==> config.mk <==
export PLATFORM = sky130hd
export DESIGN_NAME = serial_packet_receiver
export DESIGN_NICKNAME = d
export VERILOG_FILES = /design/src/sv/spr_pkg.sv /design/src/sv/spr_ram.sv /design/src/sv/spr_parser.sv /design/src/sv/serial_packet_receiver.sv
export SDC_FILE = /design/constraint.sdc
export NUM_CORES = 1
export LEC_CHECK = 0
export BUFFER_PORTS_ARGS = -buffer_cell sky130_fd_sc_hd__clkbuf_2
export CORE_MARGIN = 4
export CORE_UTILIZATION = 38
export CTS_BUF_LIST = sky130_fd_sc_hd__clkbuf_4
export DETAILED_ROUTE_END_ITERATION = 10
export MAX_ROUTING_LAYER = met4
export PLACE_DENSITY = 0.59
export SLEW_MARGIN = 10
export SYNTH_ARGS = -nofsm -noshare
export SYNTH_HDL_FRONTEND = slang
export SYNTH_SLANG_ARGS = --single-unit
==> constraint.sdc <==
create_clock -name aclk -period 5.7 [get_ports aclk]
set_clock_uncertainty 0.15 [all_clocks]
set_input_delay 1.14 -clock aclk [delete_from_list [all_inputs] [get_ports aclk]]
set_output_delay 1.14 -clock aclk [all_outputs]
set_load 0.01 [all_outputs]
==> src/sv/spr_pkg.sv <==
// Shared constants, codes and types for the serial packet receiver.
`timescale 1ns / 1ps

package spr_pkg;

    localparam int TEXT_DEPTH = 128;
    localparam int TEXT_AW    = $clog2(TEXT_DEPTH);
    localparam int TEXT_CAP   = TEXT_DEPTH - 1;
    localparam int HEX_BYTES  = 4;
    localparam int HEX_IW     = (HEX_BYTES > 1) ? $clog2(HEX_BYTES) : 1;
    localparam int HEX_W      = 8 * HEX_BYTES;

    localparam logic [7:0] BYTE_HDR_HEX = 8'hFF;
    localparam logic [7:0] BYTE_TRL_HEX = 8'hFE;
    localparam logic [7:0] BYTE_HDR_TXT = 8'h40;
    localparam logic [7:0] BYTE_CR      = 8'h0D;
    localparam logic [7:0] BYTE_LF      = 8'h0A;

    localparam logic [1:0] REQ_BYTE = 2'd0;
    localparam logic [1:0] REQ_READ = 2'd1;
    localparam logic [1:0] REQ_POLL = 2'd2;

    localparam logic [1:0] PH_HEADER  = 2'd0;
    localparam logic [1:0] PH_PAYLOAD = 2'd1;
    localparam logic [1:0] PH_TRAILER = 2'd2;

    localparam logic KIND_HEX  = 1'b0;
    localparam logic KIND_TEXT = 1'b1;

    typedef struct packed {
        logic               we;
        logic [TEXT_AW-1:0] addr;
        logic [7:0]         data;
    } wr_t;

    typedef struct packed {
        logic [7:0]         read_char;
        logic               flag_value;
        logic               packet_done;
        logic               done_kind;
        logic [HEX_W-1:0]   hex_word;
        logic [TEXT_AW-1:0] text_length;
        logic               text_overflow;
        logic [1:0]         parse_phase;
    } res_t;

endpackage

==> src/sv/spr_ram.sv <==
// Generic single-write, single-read RAM with registered read data.
`timescale 1ns / 1ps

module spr_ram #(
    parameter int WIDTH = 8,
    parameter int DEPTH = 128
) (
    input  logic                     aclk,
    input  logic                     we,
    input  logic [$clog2(DEPTH)-1:0] waddr,
    input  logic [WIDTH-1:0]         wdata,
    input  logic                     re,
    input  logic [$clog2(DEPTH)-1:0] raddr,
    output logic [WIDTH-1:0]         rdata
);

    logic [WIDTH-1:0] mem [DEPTH];

    always_ff @(posedge aclk) begin
        if (we) begin
            mem[waddr] <= wdata;
        end
        if (re) begin
            rdata <= mem[raddr];
        end
    end

endmodule

==> src/sv/spr_parser.sv <==
// Framing state machine: parse state, hex register, text length and received flag.
`timescale 1ns / 1ps

module spr_parser (
    input  logic                        aclk,
    input  logic                        aresetn,
    input  logic                        advance,
    input  logic [1:0]                  req_type,
    input  logic [7:0]                  rx_byte,
    input  logic [spr_pkg::TEXT_AW-1:0] read_index,
    input  logic [7:0]                  store_char,
    output spr_pkg::wr_t                wr,
    output spr_pkg::res_t               res
);

    import spr_pkg::*;

    logic [1:0]         phase_reg, phase_next;
    logic [TEXT_AW-1:0] pos_reg, pos_next;
    logic               hex_mode_reg, hex_mode_next;
    logic               text_mode_reg, text_mode_next;
    logic               flag_reg, flag_next;
    logic [TEXT_AW-1:0] len_reg, len_next;
    logic               ovf_reg, ovf_next;
    logic               drop_reg, drop_next;
    logic [7:0]         hex_reg  [HEX_BYTES];
    logic [7:0]         hex_next [HEX_BYTES];
    logic               done;
    logic               kind;
    logic [TEXT_AW-1:0] pos_inc;

    assign pos_inc = pos_reg + TEXT_AW'(1);

    always_comb begin
        phase_next     = phase_reg;
        pos_next       = pos_reg;
        hex_mode_next  = hex_mode_reg;
        text_mode_next = text_mode_reg;
        flag_next      = flag_reg;
        len_next       = len_reg;
        ovf_next       = ovf_reg;
        drop_next      = drop_reg;
        hex_next       = hex_reg;
        done           = 1'b0;
        kind           = KIND_HEX;
        wr.we          = 1'b0;
        wr.addr        = pos_reg;
        wr.data        = rx_byte;
        case (req_type)
            REQ_BYTE: begin
                case (phase_reg)
                    PH_PAYLOAD: begin
                        if (hex_mode_reg) begin
                            if (pos_reg < TEXT_AW'(HEX_BYTES)) begin
                                hex_next[pos_reg[HEX_IW-1:0]] = rx_byte;
                            end
                            pos_next = pos_inc;
                            if (pos_inc >= TEXT_AW'(HEX_BYTES)) begin
                                pos_next   = '0;
                                phase_next = PH_TRAILER;
                            end
                        end else if (text_mode_reg) begin
                            if (rx_byte == BYTE_CR) begin
                                phase_next = PH_TRAILER;
                            end else if (pos_reg < TEXT_AW'(TEXT_CAP)) begin
                                wr.we    = advance;
                                pos_next = pos_inc;
                            end else begin
                                drop_next = 1'b1;
                            end
                        end else begin
                            phase_next = PH_HEADER;
                        end
                    end
                    PH_TRAILER: begin
                        if (hex_mode_reg) begin
                            if (rx_byte == BYTE_TRL_HEX) begin
                                phase_next    = PH_HEADER;
                                hex_mode_next = 1'b0;
                                flag_next     = 1'b1;
                                done          = 1'b1;
                                kind          = KIND_HEX;
                            end
                        end else if (text_mode_reg) begin
                            if (rx_byte == BYTE_LF) begin
                                phase_next     = PH_HEADER;
                                text_mode_next = 1'b0;
                                flag_next      = 1'b1;
                                len_next       = pos_reg;
                                ovf_next       = drop_reg;
                                drop_next      = 1'b0;
                                done           = 1'b1;
                                kind           = KIND_TEXT;
                            end
                        end else begin
                            phase_next = PH_HEADER;
                        end
                    end
                    default: begin
                        phase_next = PH_HEADER;
                        if (rx_byte == BYTE_HDR_HEX) begin
                            phase_next    = PH_PAYLOAD;
                            pos_next      = '0;
                            hex_mode_next = 1'b1;
                        end else if (rx_byte == BYTE_HDR_TXT) begin
                            phase_next     = PH_PAYLOAD;
                            pos_next       = '0;
                            text_mode_next = 1'b1;
                            drop_next      = 1'b0;
                        end
                    end
                endcase
            end
            REQ_POLL: begin
                flag_next = 1'b0;
            end
            default: begin
            end
        endcase
    end

    always_comb begin
        res.read_char     = '0;
        res.flag_value    = 1'b0;
        res.packet_done   = done;
        res.done_kind     = kind;
        res.text_length   = len_next;
        res.text_overflow = ovf_next;
        res.parse_phase   = phase_next;
        for (int i = 0; i < HEX_BYTES; i++) begin
            res.hex_word[8*i +: 8] = hex_next[i];
        end
        if (req_type == REQ_READ && read_index < len_reg) begin
            res.read_char = store_char;
        end
        if (req_type == REQ_POLL) begin
            res.flag_value = flag_reg;
        end
    end

    always_ff @(posedge aclk) begin
        if (!aresetn) begin
            phase_reg     <= PH_HEADER;
            pos_reg       <= '0;
            hex_mode_reg  <= 1'b0;
            text_mode_reg <= 1'b0;
            flag_reg      <= 1'b0;
            len_reg       <= '0;
            ovf_reg       <= 1'b0;
            drop_reg      <= 1'b0;
            for (int i = 0; i < HEX_BYTES; i++) begin
                hex_reg[i] <= '0;
            end
        end else if (advance) begin
            phase_reg     <= phase_next;
            pos_reg       <= pos_next;
            hex_mode_reg  <= hex_mode_next;
            text_mode_reg <= text_mode_next;
            flag_reg      <= flag_next;
            len_reg       <= len_next;
            ovf_reg       <= ovf_next;
            drop_reg      <= drop_next;
            hex_reg       <= hex_next;
        end
    end

    assert property (@(posedge aclk) disable iff (!aresetn)
        (phase_reg == PH_HEADER) |-> (!hex_mode_reg && !text_mode_reg))
        else $error("packet mode left set while awaiting header");

    assert property (@(posedge aclk) disable iff (!aresetn)
        (advance && done) |=> (phase_reg == PH_HEADER && flag_reg))
        else $error("completed packet did not return to header with flag set");

    assert property (@(posedge aclk) disable iff (!aresetn)
        wr.we |-> (text_mode_reg && pos_reg < TEXT_AW'(TEXT_CAP)))
        else $error("text store write outside a text payload or past capacity");

endmodule

==> src/sv/serial_packet_receiver.sv <==
// Top level: request register, text store, framing state machine and result register.
//
//   channel  dir  fields
//   s_       in   tuser: req_type; tdata: rx_byte, read_index
//   m_       out  tdata: read_char, flag_value, packet_done, done_kind,
//                        hex_word, text_length, text_overflow, parse_phase
//
// One request per cycle while m_tready is high; request register, then result register.
// The text store read port is addressed at acceptance; a write by the request
// ahead of it in the same cycle is forwarded.
// Reset clears parse state, flag, length and hex register; the text store is not
// cleared and entries below the stored length are always written ones.
// A full result register with m_tready low stalls a held request, which drops s_tready.
`timescale 1ns / 1ps

module serial_packet_receiver (
    input  logic        aclk,
    input  logic        aresetn,
    input  logic        s_tvalid,
    output logic        s_tready,
    input  logic [15:0] s_tdata,   // rx_byte[7:0], read_index[14:8], zero[15]
    input  logic [1:0]  s_tuser,   // req_type[1:0]
    output logic        m_tvalid,
    input  logic        m_tready,
    output logic [55:0] m_tdata    // read_char[7:0], flag_value[8], packet_done[9],
                                   // done_kind[10], hex_word[42:11], text_length[49:43],
                                   // text_overflow[50], parse_phase[52:51], zero[55:53]
);

    import spr_pkg::*;

    logic               in_valid_reg;
    logic [1:0]         in_req_reg;
    logic [7:0]         in_byte_reg;
    logic [TEXT_AW-1:0] in_idx_reg;
    logic               byp_reg;
    logic [7:0]         byp_data_reg;
    logic               out_valid_reg;
    res_t               out_reg;
    logic               advance;
    logic               accept;
    logic [7:0]         ram_rdata;
    logic [7:0]         store_char;
    logic [TEXT_AW-1:0] s_idx;
    wr_t                wr;
    res_t               res;

    assign s_idx      = s_tdata[8 +: TEXT_AW];
    assign advance    = in_valid_reg && (!out_valid_reg || m_tready);
    assign s_tready   = !in_valid_reg || advance;
    assign accept     = s_tvalid && s_tready;
    assign store_char = byp_reg ? byp_data_reg : ram_rdata;

    spr_ram #(
        .WIDTH (8),
        .DEPTH (TEXT_DEPTH)
    ) u_store (
        .aclk  (aclk),
        .we    (wr.we),
        .waddr (wr.addr),
        .wdata (wr.data),
        .re    (accept),
        .raddr (s_idx),
        .rdata (ram_rdata)
    );

    spr_parser u_parser (
        .aclk       (aclk),
        .aresetn    (aresetn),
        .advance    (advance),
        .req_type   (in_req_reg),
        .rx_byte    (in_byte_reg),
        .read_index (in_idx_reg),
        .store_char (store_char),
        .wr         (wr),
        .res        (res)
    );

    always_ff @(posedge aclk) begin
        if (!aresetn) begin
            in_valid_reg  <= 1'b0;
            out_valid_reg <= 1'b0;
        end else begin
            if (accept) begin
                in_valid_reg <= 1'b1;
            end else if (advance) begin
                in_valid_reg <= 1'b0;
            end
            if (advance) begin
                out_valid_reg <= 1'b1;
            end else if (m_tready) begin
                out_valid_reg <= 1'b0;
            end
        end
    end

    always_ff @(posedge aclk) begin
        if (accept) begin
            in_req_reg   <= s_tuser;
            in_byte_reg  <= s_tdata[7:0];
            in_idx_reg   <= s_idx;
            byp_reg      <= wr.we && (wr.addr == s_idx);
            byp_data_reg <= wr.data;
        end
        if (advance) begin
            out_reg <= res;
        end
    end

    assign m_tvalid = out_valid_reg;
    assign m_tdata  = {3'b000,
                       out_reg.parse_phase,
                       out_reg.text_overflow,
                       out_reg.text_length,
                       out_reg.hex_word,
                       out_reg.done_kind,
                       out_reg.packet_done,
                       out_reg.flag_value,
                       out_reg.read_char};

endmodule

==> load_flow_metrics.sql <==
INSERT INTO impl_metrics (metric_group, metric, value, unit) VALUES
('logic_synthesis', 'synthDominantCellAreaShare', '71.6', '%'),
('logic_synthesis', 'synth_top_family_by_area', 'multiplexers', ''),
('clock_tree', 'clk_path_buf_depth', '4', ''),
('timing', 'rsz0062_at_grt', 'no', ''),
('route', 'post_drt_via_cell_ratio', '5.40', ''),
('setup_path', 'worst-path-buf-inv', '2', ''),
('logic_synthesis', 'synth_fa_ha_area_share', '0.322', '%'),
('global_route', 'grt.overflow.total', '0', ''),
('setup_path', 'worstSetupStartpointType', 'register', ''),
('clock_tree', 'numCtsBuffers', '311', ''),
('route', 'wl', '110000', 'um'),
('floorplanning', 'top_level_ports', '80', ''),
('global_route', 'antenna_violations_before_repair', '1', ''),
('timing', 'clock.fmax', '242', 'MHz'),
('logic_synthesis', 'ys_types', '76', ''),
('clock_tree', 'clock_insertion_delay_worst_skew', '1.15', 'ns'),
('setup_path', 'cp_slowest_stage_delay', '0.65', 'ns'),
('floorplanning', 'total_die_area', '128000', 'um^2'),
('logic_synthesis', 'synth_ff_type', 'sky130_fd_sc_hd__edfxtp_1', ''),
('logic_synthesis', 'synthTopCellsByArea', 'sky130_fd_sc_hd__edfxtp_1 72%, sky130_fd_sc_hd__mux4_2 9.7%, sky130_fd_sc_hd__mux4_1 3.1%', ''),
('clock_tree', 'clock-sinks', '1166', ''),
('timing', 'worst-slew-pin-transition', '1.25', 'ns'),
('floorplanning', 'start_util', '38.3', '%'),
('hold_path', 'whs_endpoint', 'm_tvalid', ''),
('logic_synthesis', 'synth_simple_gate_area_share', '3.56', '%'),
('placement', 'detailedPlacementHpwl', '65000', 'um'),
('global_route', 'first_global_vias', '25100', ''),
('timing', 'final.period_utilization', '72.5', '%'),
('logic_synthesis', 'synth_xor_area_share', '0.132', '%'),
('clock_tree', 'tritoncts_clock_tree', 'built', ''),
('cells_and_area', 'area_growth', '12.2', '%'),
('setup_path', 'reg2reg_slack', '1.57', 'ns'),
('run_status', 'run_status', 'completed', ''),
('floorplanning', 'placeableCoreArea', '122000', 'um^2'),
('logic_synthesis', 'synthesized_area', '46600', 'um^2'),
('power', 'power.switching', '3.73', 'mW'),
('cells_and_area', 'nNetsFinal', '2684', ''),
('logic_synthesis', 'syn_avg_cell_area', '20.0', 'um^2'),
('cells_and_area', 'leading_cell_types_in_the_layout_fill_and_taps_excluded', '1111 x sky130_fd_sc_hd__edfxtp_1, 435 x sky130_fd_sc_hd__clkbuf_4, 201 x sky130_fd_sc_hd__mux4_2', ''),
('cells_and_area', 'drive_above_1_share', '30.2', '%'),
('route', 'detail_route.wl_per_cell', '24.5', 'um'),
('cells_and_area', 'postLayoutCellArea', '52300', 'um^2'),
('logic_synthesis', 'synth-warning-count', '0', ''),
('global_route', 'grt_first_pass_wirelength', '162000', 'um'),
('power', 'power_frac_clock', '40.3', '%'),
('route', 'detailedRoute.firstPassIterationCount', '5', ''),
('logic_synthesis', 'synth_enable_flop_cells', '1111', ''),
('setup_path', 'worstPathMaxFanout', '44', ''),
('timing', 'min_period', '4.13', 'ns'),
('floorplanning', 'placement_rows', '128', ''),
('clock_tree', 'path_clk_slew', '0.07', 'ns'),
('setup_path', 'worstReg2RegEnd', 'u_store.mem[74][7]', ''),
('setup_path', 'endpoint_kind', 'register', ''),
('logic_synthesis', 'share_of_the_yosys_chip_area_belonging_to_registers', '74.0', '%'),
('power', 'report.power.total', '17.1', 'mW'),
('setup_path', 'arrival', '4.67', 'ns'),
('setup_path', 'critical_path.top_delay_family', 'simple AND/OR/NAND/NOR gates', ''),
('placement', 'placedInstanceArea', '48500', 'um^2'),
('setup_path', 'worst_path_max_delay_cell', 'sky130_fd_sc_hd__nor2_1', ''),
('logic_synthesis', 'synthCells', '2333', ''),
('timing', 'setup_viol', '0', ''),
('cells_and_area', 'mostFrequentLayoutCell', 'sky130_fd_sc_hd__edfxtp_1', ''),
('timing', 'drv_slew', '0', ''),
('clock_tree', 'cts_resized', '0', ''),
('cells_and_area', 'largest_reg_flops', '1024', ''),
('power', 'leakage_power_total', '16.9', 'nW'),
('hold_path', 'min_from', 'm_tready', ''),
('power', 'p_comb_share', '4.6', '%'),
('clock_tree', 'cts.repair_timing.setup_buffer_count', '0', ''),
('setup_path', 'crit-reg2reg-launch', 'in_byte_reg[0]', ''),
('route', 'antenna_violating_nets_post_route', '0', '');
## worst reg2reg max path: stages, from the launching register on
cell                       delay [ns]
sky130_fd_sc_hd__edfxtp_1        0.36
sky130_fd_sc_hd__buf_4           0.31
sky130_fd_sc_hd__and4_1          0.37
sky130_fd_sc_hd__nor2_1          0.25
sky130_fd_sc_hd__and3_1          0.36
sky130_fd_sc_hd__and2b_1         0.24
sky130_fd_sc_hd__nand2_1         0.56
sky130_fd_sc_hd__buf_4           0.45
sky130_fd_sc_hd__nor2_1          0.65
## power by group through the flow
| stage | Clock (mW) | Combinational, mW | Sequential, mW |
|---|---|---|---|
| floorplan | 0 | 0.448 | 9.69 |
| CTS | 7.11 | 0.788 | 9.44 |
| global route | 7.61 | 0.829 | 9.43 |
| finish | 6.91 | 0.780 | 9.44 |
| detailed placement | 0 | 0.782 | 9.62 |
| global placement | 0 | 0.767 | 9.62 |
## stage by stage
step	utilization, %	cells	hold slack (ns)	setup WS, ns
finish	42.9	4467	0.246	1.57
global route	42.9	4467	0.160	1.42
CTS	42.9	4465	0.105	1.60
detailed placement	39.8	3951	0.305	1.11
global placement	39.8	3951	0.299	1.21
floorplan	-	2343	0.280	1.52
## synthesized netlist by cell type, types with 33 or more instances
cell type	instances
sky130_fd_sc_hd__edfxtp_1	1111
sky130_fd_sc_hd__mux4_2	201
sky130_fd_sc_hd__nor2_1	156
sky130_fd_sc_hd__nand2_1	97
sky130_fd_sc_hd__mux2i_1	88
sky130_fd_sc_hd__o21ai_0	60
sky130_fd_sc_hd__dfxtp_1	55
sky130_fd_sc_hd__mux4_1	55
sky130_fd_sc_hd__buf_2	50
sky130_fd_sc_hd__mux2_2	47
sky130_fd_sc_hd__a221oi_1	38
sky130_fd_sc_hd__clkbuf_1	35
sky130_fd_sc_hd__a21boi_0	33
## cells by family (layout without fill, tap and decap cells)
| kind of cell | after synthesis | after routing |
|---|---|---|
| flip-flops | 1166 | 1166 |
| XOR/XNOR | 7 | 7 |
| multiplexers | 391 | 391 |
| adder cells (fa/ha/maj) | 12 | 12 |
| AO/OA/AOI/OAI | 239 | 239 |
| AND/OR/NAND/NOR | 359 | 359 |
| buffers and inverters | 158 | 655 |
| other | 1 | 13 |
## metal layers
layer / global-route usage [%] / share of wire (%) / vias to the layer above
li1: - / - / 10400
met3: 3.66 / 7.0 / 199
met1: 22.5 / 41 / 12500
met4: 6.45 / 2.9 / 0
met5: - / 0 / -
met2: 28.3 / 49 / 1007
## layout make-up
| class | instances | area, um^2 |
|---|---|---|
| Fill cell | 10700 | 69400 |
| Clock buffer | 435 | 3270 |
| Inverter | 18 | 67.6 |
| Sequential cell | 1166 | 34500 |
| Clock inverter | 68 | 398 |
| Multi-Input combinational cell | 1019 | 11100 |
| Timing Repair Buffer | 134 | 972 |
| Tap cell | 1625 | 2030 |
| Antenna cell | 2 | 5.00 |
## worst max-delay path by stage
stage                        start                  to  slack, ns  depth (start not counted)
floorplan           in_byte_reg[5]  u_store.mem[57][0]       1.52                          9
global placement          m_tready  u_store.mem[19][3]       1.21                          8
detailed placement        m_tready  u_store.mem[51][2]       1.11                          8
CTS                 in_byte_reg[0]  u_store.mem[51][0]       1.60                          7
global route        in_byte_reg[0]  u_store.mem[18][1]       1.42                          8
finish              in_byte_reg[0]  u_store.mem[74][7]       1.57                          8
No activity file was read; power rests on OpenSTA's default activity.
